[config.mk]
export PLATFORM = sky130hd
export DESIGN_NAME = frame_descriptor_ring
export DESIGN_NICKNAME = d
export VERILOG_FILES = /design/src/design/frd_pkg.sv /design/src/design/frd_ctrl.sv /design/src/design/frd_datapath.sv /design/src/design/frame_descriptor_ring.sv
export SDC_FILE = /design/constraint.sdc
export NUM_CORES = 2
export LEC_CHECK = 0
export BUFFER_PORTS_ARGS = -buffer_cell sky130_fd_sc_hd__buf_2
export CAP_MARGIN = 10
export CORE_MARGIN = 3
export CORE_UTILIZATION = 50
export DETAILED_ROUTE_END_ITERATION = 8
export GPL_TIMING_DRIVEN = 0
export PLACE_DENSITY_LB_ADDON = 0.1
export SYNTH_ARGS = -nofsm -noshare
export SYNTH_HDL_FRONTEND = slang
export SYNTH_SLANG_ARGS = --single-unit
[constraint.sdc]
create_clock -name clk -period 15.2 [get_ports clk]
set_input_delay 3.04 -clock clk [delete_from_list [all_inputs] [get_ports clk]]
set_output_delay 3.04 -clock clk [all_outputs]
set_load 0.005 [all_outputs]
[src/design/frd_pkg.sv]
`default_nettype none

package frd_pkg;

  localparam int SLOTS_DEFAULT = 64;

  localparam int LEN_W      = 24;
  localparam int RING_W     = 7;
  localparam int CFG_IDX_W  = 2;
  localparam int SLOT_OUT_W = 6;

  localparam logic [LEN_W-1:0]  BUFFER_BYTES_RST = 24'd1048576;
  localparam logic [RING_W-1:0] RING_SLOTS_RST   = 7'd64;
  localparam logic [RING_W-1:0] LAG_COUNT_RST    = 7'd1;

  typedef enum logic [1:0] {
    CMD_WRITE,
    CMD_READ,
    CMD_SYNC,
    CMD_RSVD
  } cmd_t;

  typedef enum logic [1:0] {
    ST_OK,
    ST_EMPTY,
    ST_TOO_LARGE
  } status_t;

  typedef enum logic [CFG_IDX_W-1:0] {
    CFG_BUFFER_BYTES,
    CFG_RING_SLOTS,
    CFG_LAG_COUNT
  } cfg_idx_t;

  typedef enum logic [3:0] {
    OP_NONE,
    OP_ACCEPT,
    OP_CLR_ALL,
    OP_CLR_MARKS,
    OP_WR_PREP,
    OP_WR_COMMIT,
    OP_WR_REJECT,
    OP_RD_START,
    OP_RD_PREP,
    OP_RD_TAKE,
    OP_RD_EMPTY,
    OP_RD_EXHAUST,
    OP_RD_STEP,
    OP_EMIT_ZERO
  } dp_op_t;

  typedef enum logic [3:0] {
    S_CLEAR,
    S_IDLE,
    S_WR_PREP,
    S_WR_COMMIT,
    S_RD_START,
    S_RD_PREP,
    S_RD_ADDR,
    S_RD_EVAL,
    S_SYNC_CLEAR,
    S_EMIT_ZERO
  } state_t;

  typedef struct packed {
    logic clr_last;
    logic too_large;
    logic unmarked;
    logic at_write;
    logic scan_last;
  } dp_stat_t;

endpackage

`default_nettype wire

[src/design/frd_ctrl.sv]
`default_nettype none

module frd_ctrl (
  input  wire logic              clk,
  input  wire logic              rst,
  input  wire logic              start,
  input  wire logic [1:0]        command,
  input  frd_pkg::dp_stat_t      stat,
  output frd_pkg::dp_op_t        op,
  output logic                   busy
);

  frd_pkg::state_t state;
  frd_pkg::state_t state_next;
  frd_pkg::cmd_t   cmd;

  assign cmd  = frd_pkg::cmd_t'(command);
  assign busy = (state != frd_pkg::S_IDLE);

  always_ff @(posedge clk) begin
    if (rst) begin
      state <= frd_pkg::S_CLEAR;
    end else begin
      state <= state_next;
    end
  end

  always_comb begin
    state_next = state;
    case (state)
      frd_pkg::S_CLEAR: begin
        if (stat.clr_last) state_next = frd_pkg::S_IDLE;
      end
      frd_pkg::S_IDLE: begin
        if (start) begin
          case (cmd)
            frd_pkg::CMD_WRITE: state_next = frd_pkg::S_WR_PREP;
            frd_pkg::CMD_READ:  state_next = frd_pkg::S_RD_START;
            frd_pkg::CMD_SYNC:  state_next = frd_pkg::S_SYNC_CLEAR;
            default:            state_next = frd_pkg::S_EMIT_ZERO;
          endcase
        end
      end
      frd_pkg::S_WR_PREP:   state_next = frd_pkg::S_WR_COMMIT;
      frd_pkg::S_WR_COMMIT: state_next = frd_pkg::S_IDLE;
      frd_pkg::S_RD_START:  state_next = frd_pkg::S_RD_PREP;
      frd_pkg::S_RD_PREP:   state_next = frd_pkg::S_RD_ADDR;
      frd_pkg::S_RD_ADDR:   state_next = frd_pkg::S_RD_EVAL;
      frd_pkg::S_RD_EVAL: begin
        if (stat.unmarked || stat.at_write || stat.scan_last) begin
          state_next = frd_pkg::S_IDLE;
        end else begin
          state_next = frd_pkg::S_RD_ADDR;
        end
      end
      frd_pkg::S_SYNC_CLEAR: begin
        if (stat.clr_last) state_next = frd_pkg::S_EMIT_ZERO;
      end
      frd_pkg::S_EMIT_ZERO: state_next = frd_pkg::S_IDLE;
      default:              state_next = frd_pkg::S_IDLE;
    endcase
  end

  always_comb begin
    op = frd_pkg::OP_NONE;
    case (state)
      frd_pkg::S_CLEAR: op = frd_pkg::OP_CLR_ALL;
      frd_pkg::S_IDLE: begin
        if (start) op = frd_pkg::OP_ACCEPT;
      end
      frd_pkg::S_WR_PREP: op = frd_pkg::OP_WR_PREP;
      frd_pkg::S_WR_COMMIT: begin
        op = stat.too_large ? frd_pkg::OP_WR_REJECT : frd_pkg::OP_WR_COMMIT;
      end
      frd_pkg::S_RD_START: op = frd_pkg::OP_RD_START;
      frd_pkg::S_RD_PREP:  op = frd_pkg::OP_RD_PREP;
      frd_pkg::S_RD_ADDR:  op = frd_pkg::OP_NONE;
      frd_pkg::S_RD_EVAL: begin
        if (stat.unmarked) begin
          op = frd_pkg::OP_RD_TAKE;
        end else if (stat.at_write) begin
          op = frd_pkg::OP_RD_EMPTY;
        end else if (stat.scan_last) begin
          op = frd_pkg::OP_RD_EXHAUST;
        end else begin
          op = frd_pkg::OP_RD_STEP;
        end
      end
      frd_pkg::S_SYNC_CLEAR: op = frd_pkg::OP_CLR_MARKS;
      frd_pkg::S_EMIT_ZERO:  op = frd_pkg::OP_EMIT_ZERO;
      default:               op = frd_pkg::OP_NONE;
    endcase
  end

`ifndef SYNTHESIS
  a_reset_clears: assert property (@(posedge clk)
    rst |=> (state == frd_pkg::S_CLEAR))
    else $error("controller did not enter the clearing pass after reset");

  a_accept_busy: assert property (@(posedge clk) disable iff (rst)
    (start && !busy) |=> busy)
    else $error("accepted request did not raise busy");

  a_clear_to_idle: assert property (@(posedge clk) disable iff (rst)
    ((state == frd_pkg::S_CLEAR) && stat.clr_last) |=> (state == frd_pkg::S_IDLE))
    else $error("clearing pass did not end in idle");
`endif

endmodule

`default_nettype wire

[src/design/frd_datapath.sv]
`default_nettype none

module frd_datapath #(
  parameter int SLOTS = frd_pkg::SLOTS_DEFAULT
) (
  input  wire logic                             clk,
  input  wire logic                             rst,
  input  wire logic                             cfg_we,
  input  wire logic [frd_pkg::CFG_IDX_W-1:0]    cfg_index,
  input  wire logic [frd_pkg::LEN_W-1:0]        cfg_data,
  input  wire logic [frd_pkg::LEN_W-1:0]        frame_length,
  input  frd_pkg::dp_op_t                       op,
  output frd_pkg::dp_stat_t                     stat,
  output logic                                  done,
  output logic [1:0]                            status,
  output logic [frd_pkg::SLOT_OUT_W-1:0]        slot,
  output logic [frd_pkg::LEN_W-1:0]             buffer_offset,
  output logic [frd_pkg::LEN_W-1:0]             length_out
);

  localparam int AW = $clog2(SLOTS);
  localparam int NW = $clog2(SLOTS + 1);
  localparam int RW = (NW > frd_pkg::RING_W) ? NW : frd_pkg::RING_W;
  localparam int EW = ((AW > frd_pkg::RING_W) ? AW : frd_pkg::RING_W) + 1;
  localparam int LW = frd_pkg::LEN_W;
  localparam int OW = frd_pkg::SLOT_OUT_W;

  // configuration
  logic [LW-1:0]             buffer_bytes;
  logic [frd_pkg::RING_W-1:0] ring_slots;
  logic [frd_pkg::RING_W-1:0] lag_count;

  // ring state
  logic [AW-1:0] write_slot;
  logic [AW-1:0] read_slot;
  logic          read_slot_unset;
  logic          first_fill_done;
  logic [LW-1:0] fill_pointer;
  logic [AW-1:0] clr_idx;

  // working registers
  logic [LW-1:0] len_q;
  logic [LW-1:0] rest;
  logic          too_large;
  logic [AW-1:0] r;
  logic [NW-1:0] cnt;

  // descriptor and mark stores
  logic [2*LW-1:0] desc_mem [SLOTS];
  logic            mark_mem [SLOTS];
  logic [2*LW-1:0] desc_q;
  logic            mark_q;

  logic            desc_we;
  logic [AW-1:0]   desc_addr;
  logic [2*LW-1:0] desc_wd;
  logic            mark_we;
  logic [AW-1:0]   mark_addr;
  logic            mark_wd;

  // result registers
  frd_pkg::status_t status_q;
  logic [AW-1:0]    slot_q;
  logic [LW-1:0]    off_out;
  logic [LW-1:0]    len_out;
  logic [AW+OW-1:0] slot_wide;

  // derived values
  logic [RW-1:0] rs_ext;
  logic [NW-1:0] n;
  logic [AW-1:0] ws_eff;
  logic [NW-1:0] ws_inc;
  logic [AW-1:0] ws_wrap;
  logic [NW-1:0] r_inc;
  logic [AW-1:0] r_wrap;
  logic          ffd_hit;
  logic          fits;
  logic [LW-1:0] wr_off;
  logic [EW-1:0] ws_e;
  logic [EW-1:0] lag_e;
  logic [EW-1:0] n_e;
  logic [EW-1:0] diff;
  logic [AW-1:0] rs_start;
  logic [AW-1:0] rd_first;
  logic          clr_last;
  logic          load;

  assign rs_ext  = RW'(ring_slots);
  assign n       = ((rs_ext == '0) || (rs_ext > RW'(SLOTS))) ? NW'(SLOTS) : NW'(rs_ext);
  assign ws_eff  = (NW'(write_slot) < n) ? write_slot : '0;
  assign ws_inc  = NW'(ws_eff) + NW'(1);
  assign ws_wrap = (ws_inc >= n) ? '0 : AW'(ws_inc);
  assign r_inc   = NW'(r) + NW'(1);
  assign r_wrap  = (r_inc >= n) ? '0 : AW'(r_inc);
  assign ffd_hit = ((EW'(write_slot) + EW'(1)) == EW'(lag_count));
  assign fits    = (rest >= len_q);
  assign wr_off  = fits ? fill_pointer : '0;

  // start slot behind the writer, wrapped by the ring size
  assign ws_e  = EW'(write_slot);
  assign lag_e = EW'(lag_count);
  assign n_e   = EW'(n);
  assign diff  = lag_e - ws_e;
  always_comb begin
    if (ws_e >= lag_e) begin
      rs_start = AW'(ws_e - lag_e);
    end else if (diff <= n_e) begin
      rs_start = AW'(n_e - diff);
    end else begin
      rs_start = '0;
    end
  end

  assign rd_first = (NW'(read_slot) < n) ? read_slot : '0;
  assign clr_last = (clr_idx == AW'(SLOTS - 1));

  assign stat.clr_last  = clr_last;
  assign stat.too_large = too_large;
  assign stat.unmarked  = !mark_q;
  assign stat.at_write  = (r == write_slot);
  assign stat.scan_last = ((cnt + NW'(1)) == n);

  assign load = (op == frd_pkg::OP_WR_COMMIT) || (op == frd_pkg::OP_WR_REJECT) ||
                (op == frd_pkg::OP_RD_TAKE)   || (op == frd_pkg::OP_RD_EMPTY)  ||
                (op == frd_pkg::OP_RD_EXHAUST) || (op == frd_pkg::OP_EMIT_ZERO);

  // store write ports
  always_comb begin
    desc_we   = 1'b0;
    desc_addr = clr_idx;
    desc_wd   = '0;
    mark_we   = 1'b0;
    mark_addr = clr_idx;
    mark_wd   = 1'b0;
    case (op)
      frd_pkg::OP_CLR_ALL: begin
        desc_we = 1'b1;
        mark_we = 1'b1;
      end
      frd_pkg::OP_CLR_MARKS: begin
        mark_we = 1'b1;
      end
      frd_pkg::OP_WR_COMMIT: begin
        desc_we   = 1'b1;
        desc_addr = ws_eff;
        desc_wd   = {wr_off, len_q};
        mark_we   = 1'b1;
        mark_addr = ws_eff;
      end
      frd_pkg::OP_RD_TAKE: begin
        mark_we   = 1'b1;
        mark_addr = r;
        mark_wd   = 1'b1;
      end
      default: begin
      end
    endcase
  end

  always_ff @(posedge clk) begin
    if (desc_we) desc_mem[desc_addr] <= desc_wd;
    desc_q <= desc_mem[r];
  end

  always_ff @(posedge clk) begin
    if (mark_we) mark_mem[mark_addr] <= mark_wd;
    mark_q <= mark_mem[r];
  end

  // control state
  always_ff @(posedge clk) begin
    if (rst) begin
      buffer_bytes    <= frd_pkg::BUFFER_BYTES_RST;
      ring_slots      <= frd_pkg::RING_SLOTS_RST;
      lag_count       <= frd_pkg::LAG_COUNT_RST;
      write_slot      <= '0;
      read_slot       <= '0;
      read_slot_unset <= 1'b1;
      first_fill_done <= 1'b0;
      fill_pointer    <= '0;
      clr_idx         <= '0;
      done            <= 1'b0;
    end else begin
      done <= load;
      if (cfg_we) begin
        case (cfg_index)
          frd_pkg::CFG_BUFFER_BYTES: buffer_bytes <= cfg_data;
          frd_pkg::CFG_RING_SLOTS:   ring_slots   <= cfg_data[frd_pkg::RING_W-1:0];
          frd_pkg::CFG_LAG_COUNT:    lag_count    <= cfg_data[frd_pkg::RING_W-1:0];
          default: begin
          end
        endcase
      end
      case (op)
        frd_pkg::OP_CLR_ALL: begin
          clr_idx <= clr_last ? '0 : clr_idx + AW'(1);
        end
        frd_pkg::OP_CLR_MARKS: begin
          clr_idx         <= clr_last ? '0 : clr_idx + AW'(1);
          read_slot_unset <= 1'b1;
        end
        frd_pkg::OP_WR_COMMIT: begin
          if (!first_fill_done && ffd_hit) first_fill_done <= 1'b1;
          fill_pointer <= fits ? (fill_pointer + len_q) : len_q;
          write_slot   <= ws_wrap;
        end
        frd_pkg::OP_RD_START: begin
          if (!first_fill_done) begin
            read_slot <= '0;
          end else if (read_slot_unset) begin
            read_slot <= rs_start;
          end
          read_slot_unset <= 1'b0;
        end
        frd_pkg::OP_RD_TAKE:    read_slot <= r_wrap;
        frd_pkg::OP_RD_EMPTY:   read_slot <= r;
        frd_pkg::OP_RD_EXHAUST: read_slot <= r_wrap;
        default: begin
        end
      endcase
    end
  end

  // working and result registers
  always_ff @(posedge clk) begin
    case (op)
      frd_pkg::OP_ACCEPT: len_q <= frame_length;
      frd_pkg::OP_WR_PREP: begin
        too_large <= (len_q > buffer_bytes);
        rest      <= (fill_pointer <= buffer_bytes) ? (buffer_bytes - fill_pointer) : '0;
      end
      frd_pkg::OP_WR_COMMIT: begin
        status_q <= frd_pkg::ST_OK;
        slot_q   <= ws_eff;
        off_out  <= wr_off;
        len_out  <= len_q;
      end
      frd_pkg::OP_WR_REJECT: begin
        status_q <= frd_pkg::ST_TOO_LARGE;
        slot_q   <= ws_eff;
        off_out  <= '0;
        len_out  <= '0;
      end
      frd_pkg::OP_RD_PREP: begin
        r   <= rd_first;
        cnt <= '0;
      end
      frd_pkg::OP_RD_STEP: begin
        r   <= r_wrap;
        cnt <= cnt + NW'(1);
      end
      frd_pkg::OP_RD_TAKE: begin
        status_q <= frd_pkg::ST_OK;
        slot_q   <= r;
        off_out  <= desc_q[2*LW-1:LW];
        len_out  <= desc_q[LW-1:0];
      end
      frd_pkg::OP_RD_EMPTY: begin
        status_q <= frd_pkg::ST_EMPTY;
        slot_q   <= r;
        off_out  <= '0;
        len_out  <= '0;
      end
      frd_pkg::OP_RD_EXHAUST: begin
        status_q <= frd_pkg::ST_EMPTY;
        slot_q   <= r_wrap;
        off_out  <= '0;
        len_out  <= '0;
      end
      frd_pkg::OP_EMIT_ZERO: begin
        status_q <= frd_pkg::ST_OK;
        slot_q   <= '0;
        off_out  <= '0;
        len_out  <= '0;
      end
      default: begin
      end
    endcase
  end

  assign slot_wide     = (AW + OW)'(slot_q);
  assign slot          = slot_wide[OW-1:0];
  assign status        = status_q;
  assign buffer_offset = off_out;
  assign length_out    = len_out;

`ifndef SYNTHESIS
  a_scan_in_ring: assert property (@(posedge clk) disable iff (rst)
    ((op == frd_pkg::OP_RD_STEP) || (op == frd_pkg::OP_RD_TAKE) ||
     (op == frd_pkg::OP_RD_EMPTY) || (op == frd_pkg::OP_RD_EXHAUST)) |-> (NW'(r) < n))
    else $error("scan pointer left the ring");

  a_empty_zero: assert property (@(posedge clk) disable iff (rst)
    (done && (status == frd_pkg::ST_EMPTY)) |-> ((length_out == '0) && (buffer_offset == '0)))
    else $error("empty result carries a descriptor");

  a_take_ok: assert property (@(posedge clk) disable iff (rst)
    (op == frd_pkg::OP_RD_TAKE) |=> (done && (status == frd_pkg::ST_OK)))
    else $error("taken slot not reported as ok");
`endif

endmodule

`default_nettype wire

[src/design/frame_descriptor_ring.sv]
`default_nettype none

// Frame descriptor ring. Each request (start high while busy is low) is one
// command: write places a frame of frame_length bytes at the fill pointer, or
// at offset 0 when the rest of the buffer is short, and records it in the next
// slot, or rejects a frame longer than the buffer; read returns the next unread
// slot or reports empty; resync clears all read marks and makes the next read
// choose a fresh start slot. Every request gives exactly one result, shown for
// one cycle with done high; the receiver cannot stall, so capture it on that
// cycle. A write passes through a prepare and a commit state; a read passes
// through a start and a prepare state, then an address and an evaluate state
// for each slot the scan examines (1 up to the ring size), since the mark
// store gives registered read data. Resync sweeps every read mark, one slot
// per cycle. A new request is taken in the same cycle its predecessor's result
// is shown. After reset, busy stays high while the descriptor and mark stores
// are cleared one slot per cycle; configuration writes are taken at any time
// but belong in idle periods. Configuration uses a plain write port: cfg_we,
// cfg_index (0 buffer_bytes, 1 ring_slots, 2 lag_count) and cfg_data; other
// indexes are ignored.
module frame_descriptor_ring #(
  parameter int SLOTS = frd_pkg::SLOTS_DEFAULT
) (
  input  wire logic                             clk,
  input  wire logic                             rst,
  input  wire logic                             start,
  output logic                                  busy,
  input  wire logic [1:0]                       command,
  input  wire logic [frd_pkg::LEN_W-1:0]        frame_length,
  input  wire logic                             cfg_we,
  input  wire logic [frd_pkg::CFG_IDX_W-1:0]    cfg_index,
  input  wire logic [frd_pkg::LEN_W-1:0]        cfg_data,
  output logic                                  done,
  output logic [1:0]                            status,
  output logic [frd_pkg::SLOT_OUT_W-1:0]        slot,
  output logic [frd_pkg::LEN_W-1:0]             buffer_offset,
  output logic [frd_pkg::LEN_W-1:0]             length_out
);

  frd_pkg::dp_op_t   op;
  frd_pkg::dp_stat_t stat;

  // sequence each request through the datapath
  frd_ctrl u_ctrl (
    .clk     (clk),
    .rst     (rst),
    .start   (start),
    .command (command),
    .stat    (stat),
    .op      (op),
    .busy    (busy)
  );

  // hold ring pointers, configuration, descriptor and mark stores, results
  frd_datapath #(
    .SLOTS (SLOTS)
  ) u_datapath (
    .clk           (clk),
    .rst           (rst),
    .cfg_we        (cfg_we),
    .cfg_index     (cfg_index),
    .cfg_data      (cfg_data),
    .frame_length  (frame_length),
    .op            (op),
    .stat          (stat),
    .done          (done),
    .status        (status),
    .slot          (slot),
    .buffer_offset (buffer_offset),
    .length_out    (length_out)
  );

endmodule

`default_nettype wire

==> impl_summary.md <==
Status
The flow ran to the end, and the final reports show no timing, DRC or antenna violations.

Setup path
The maximum fanout along the worst path is 10. The critical path ends at busy. The data arrival time of the critical path is 2.31 ns.

The worst setup path startpoint is u_ctrl.state[2]. The worst setup path is launched from a flop. Setup slack on the worst reg-to-reg path comes out at 10.00 ns. The nature of the critical path endpoint is an output port. The data required time of the critical path is 12.16 ns. The startpoint identified for the worst register-to-register timing path is u_datapath.ring_slots[6]. The category of the critical setup timing path is flop to output port. In this run the critical register-to-register path is captured at u_datapath.desc_mem[44][36].

The worst-case reg-to-reg path depth is 13.

Synth
The post-synthesis mux area share is 17.3%. By area, the combinational part of the netlist is dominated by multiplexers. In the synthesized netlist, the number of instances is 6261. The netlist uses 95 different library cells. The number of nets in the synthesized netlist is 6469. After synthesis, the share of flip-flops with an asynchronous set or reset is 0%.

The biggest area contributor in the post-synthesis netlist is sky130_fd_sc_hd__edfxtp_1. Summing the areas of all and, or, nand and nor instances in the mapped netlist gives 2.36% of the synthesized area. Summing the areas of all xor and xnor instances in the mapped netlist gives 0.487% of the synthesized area.

The fraction of post-synthesis cell area in the top cell type by area is 72.5%. After synthesis, the cell types taking the most area are sky130_fd_sc_hd__edfxtp_1 (73%), sky130_fd_sc_hd__mux4_2 (17%), sky130_fd_sc_hd__dfxtp_1 (2.0%). Yosys mapped a number of flops with a built-in enable equal to approximately 3300. The cell area after synthesis is 135000 um2. Sequential elements use about three quarters of the synthesized area. Among all flip-flop cells after synthesis, the most frequent one is sky130_fd_sc_hd__edfxtp_1. For this run, the number of Yosys warnings is 0. The post-synthesis compound-gate area fraction is under 10%. After synthesis, the mean cell area works out to 21.5 um2. The fraction of the mapped netlist area in adder cells is 1.44%. Counting flops and latches in the post-synthesis netlist gives 3390.

Timing
The number of failing setup endpoints in the final timing report is 0. The number of pins with negative max-slew slack in the final report is 0. The worst setup skew after layout is a little over 0.05 ns. The final period utilization is 35.2%. The hold violation total from the final report is 0. The post-layout minimum cycle time is 5.35 ns. Setup repair after global routing left no endpoint under its margin. The setup TNS is 0 ns.

The highest attainable clock frequency is 187 MHz. For the pin with the worst max-slew slack, the measured transition is 1.35 ns. The worst pin sits at a relative slew slack of approximately a tenth. Across all hold checks on the routed design, the worst slack comes to 0.492 ns.

CTS
The clock insertion delay at the later pin of the skew report is 0.94 ns. The clock tree from TritonCTS is done. The root buffer cell chosen for the clock tree is sky130_fd_sc_hd__clkbuf_16.

The longest clock path from root to sink contains 4 buffers. Counting the buffers created by CTS gives 350. The clock drives 3390 sinks. In this run the post-CTS setup repair buffer count came out at 0. Buffers inserted to repair hold after CTS numbered 0.

The depth of the CTS H-tree is 5. Clock-pin slew was measured on the worst setup and hold paths at 0.06 ns. The number of cells upsized or downsized after cts is 0.

Job
Max-cap violations in this run came to 0.

Global route
The total overflow left after global routing is 0. In the global route stage, overall resource usage came out at 28.2%. The number of global-route vias before repair was 68900.

The first global-routing pass estimated 541 mm of wire. The maximum number of pins on one net before global-route repair is 65. The initial antenna violation count was 37.

Detailed routing
The first detailed-routing pass took 6 iterations. In this run the remaining antenna-violating nets after routing total 0. After the first detailed-routing iteration, the DRC count stood at 9674. Detailed routing inserted a total of roughly 69000 vias. In the routed design, unresolved DRC markers number 0. After detailed routing, the number of vias per cell comes to between 6 and 7.

The routed wirelength normalized by instance count is about 36 um. The post-detailed-routing wire length is 389 mm.

Floorplan
The die covers 276000 um2. The initial utilization of the core area, before any placement, comes to 50.6%. Pin placement for this block handled 114 I/O pins.

The total area inside the core boundary comes to between 200000 and 300000 um2. From left edge to right edge, the die measures 525 um. The row count is 189. In this run the vertical extent of the chip is 525 um.

Placed design
Counting tap cells, the placed design contains a total of 10100 instances. At the end of routability-driven placement, the weighted congestion stood at 0.894. Buffers placed on the I/O ports in this run total approximately 110. Summed over all nets, the half-perimeter wirelength after detailed placement is 281 mm.

Power and ir drop
The power density relative to cell area is 120 nW/um2. VDD sags by at most 0.102 mV. For this design the static power due to leakage is between 50 and 60 nW. Power comes to 18.7 mW.

Final layout
The share of cells above drive strength 1 is 28.9%. After the last flow step, the layout net total stands at just over 7000. The area growth from synthesis to final layout is 15.3%. For this run, the number of standard cells in the final layout without fillers is 10800. Cells fill 58.3% of the core in the end.

Min path
The path category of the worst min-delay check is flop to flop.
-- through the flow --
| stage | worst slack [ns] | cell area (um2) |
|---|---|---|
| 3_5_place_dp | 9.37 | 144000 |
| 4_1_cts | 9.81 | 155000 |
| 2_1_floorplan | 9.57 | 135000 |
| 6_report | 9.85 | 155000 |
| 5_1_grt | 9.71 | 155000 |
| 3_3_place_gp | 5.31 | 140000 |
-- synth_stat cells, types with 29 or more instances --
| master | instances |
|---|---|
| sky130_fd_sc_hd__a211oi_1 | 29 |
| sky130_fd_sc_hd__a21o_1 | 50 |
| sky130_fd_sc_hd__a21oi_1 | 129 |
| sky130_fd_sc_hd__a22o_1 | 43 |
| sky130_fd_sc_hd__and3_1 | 33 |
| sky130_fd_sc_hd__buf_2 | 85 |
| sky130_fd_sc_hd__clkbuf_1 | 190 |
| sky130_fd_sc_hd__dfxtp_1 | 136 |
| sky130_fd_sc_hd__edfxtp_1 | 3254 |
| sky130_fd_sc_hd__ha_1 | 147 |
| sky130_fd_sc_hd__inv_1 | 125 |
| sky130_fd_sc_hd__mux4_2 | 1029 |
| sky130_fd_sc_hd__nand2_1 | 172 |
| sky130_fd_sc_hd__nand3_1 | 40 |
| sky130_fd_sc_hd__nor2_1 | 279 |
| sky130_fd_sc_hd__nor3_1 | 30 |
| sky130_fd_sc_hd__o21ai_0 | 60 |
| sky130_fd_sc_hd__xnor2_1 | 47 |
-- final cells by class --
class | count | area, um2
Multi-Input combinational cell | 2434 | 33200
Inverter | 126 | 473
Buffer | 311 | 1390
Sequential cell | 3390 | 100000
Antenna cell | 23 | 57.6
Fill cell | 19200 | 111000
Clock inverter | 163 | 1630
Tap cell | 3533 | 4420
Timing Repair Buffer | 310 | 4470
Clock buffer | 465 | 9360
-- report_power, final --
part | internal, mW | switching, mW
Sequential | 10.1 | 0.0152
Clock | 4.67 | 3.62
Combinational | 0.0817 | 0.144
Total | 14.9 | 3.78
-- worst max-delay path, stage by stage (launching register included) --
cell and delay (ns):
sky130_fd_sc_hd__dfxtp_1 0.36, sky130_fd_sc_hd__buf_4 0.18, sky130_fd_sc_hd__clkbuf_1 0.40, sky130_fd_sc_hd__nor2_1 0.21, sky130_fd_sc_hd__nand2_1 0.13, sky130_fd_sc_hd__buf_2 0.13
-- sequential cells by signal, summed over array words and instances (netlist names), 2 cells and up --
| register | flops |
|---|---|
| u_datapath.cnt | 7 |
| u_datapath.fill_pointer | 24 |
| u_datapath.rest | 24 |
| u_datapath.buffer_bytes | 24 |
| u_datapath.len_q | 24 |
| u_datapath.desc_mem | 3072 |
| u_ctrl.state | 4 |
| u_datapath.lag_count | 7 |
| u_datapath.status | 2 |
| u_datapath.write_slot | 6 |
| u_datapath.ring_slots | 7 |
| u_datapath.read_slot | 6 |
| u_datapath.mark_mem | 64 |
| u_datapath.clr_idx | 6 |
| u_datapath.slot | 6 |
| u_datapath.desc_q | 48 |
| u_datapath.buffer_offset | 24 |
| u_datapath.r | 6 |
| u_datapath.length_out | 24 |
-- layout by cell type (no fill, tap or decap), drive strengths merged, types with 51 or more instances in the layout --
master,count
nand2,173
buf,431
edfxtp,3254
a22o,51
nor2,279
clkinv,127
mux4,1029
o21ai,67
a21oi,131
dfxtp,136
inv,134
a21o,53
ha,147
clkbuf,655
-- per-layer routing --
layer	GRT usage [%]	wire length, um
met5	0	86
met2	44.6	186000
met4	9.05	13400
met1	39.8	155000
met3	5.69	34900
-- kinds of logic after synthesis --
group | Yosys count
DFF | 3390
muxes | 1047
and+or+nand+nor | 686
AOI/OAI and AO/OA | 475
buffers and inverters | 437
adders and majority gates | 152
xor gates and xnor gates | 74
-- worst min-delay path by stage --
stage / from / to / slack, ns / depth (start not counted)
global route: u_datapath.buffer_bytes[8] / u_datapath.buffer_bytes[8] / 0.52 / 2
finish: u_datapath.buffer_bytes[8] / u_datapath.buffer_bytes[8] / 0.49 / 2
detailed placement: u_datapath.buffer_bytes[13] / u_datapath.buffer_bytes[13] / 0.48 / 2
floorplan: u_datapath.buffer_bytes[0] / u_datapath.buffer_bytes[0] / 0.45 / 2
CTS: u_datapath.buffer_bytes[8] / u_datapath.buffer_bytes[8] / 0.49 / 2
global placement: u_datapath.buffer_bytes[8] / u_datapath.buffer_bytes[8] / 0.48 / 2
Power figures use the tool's default switching activity.
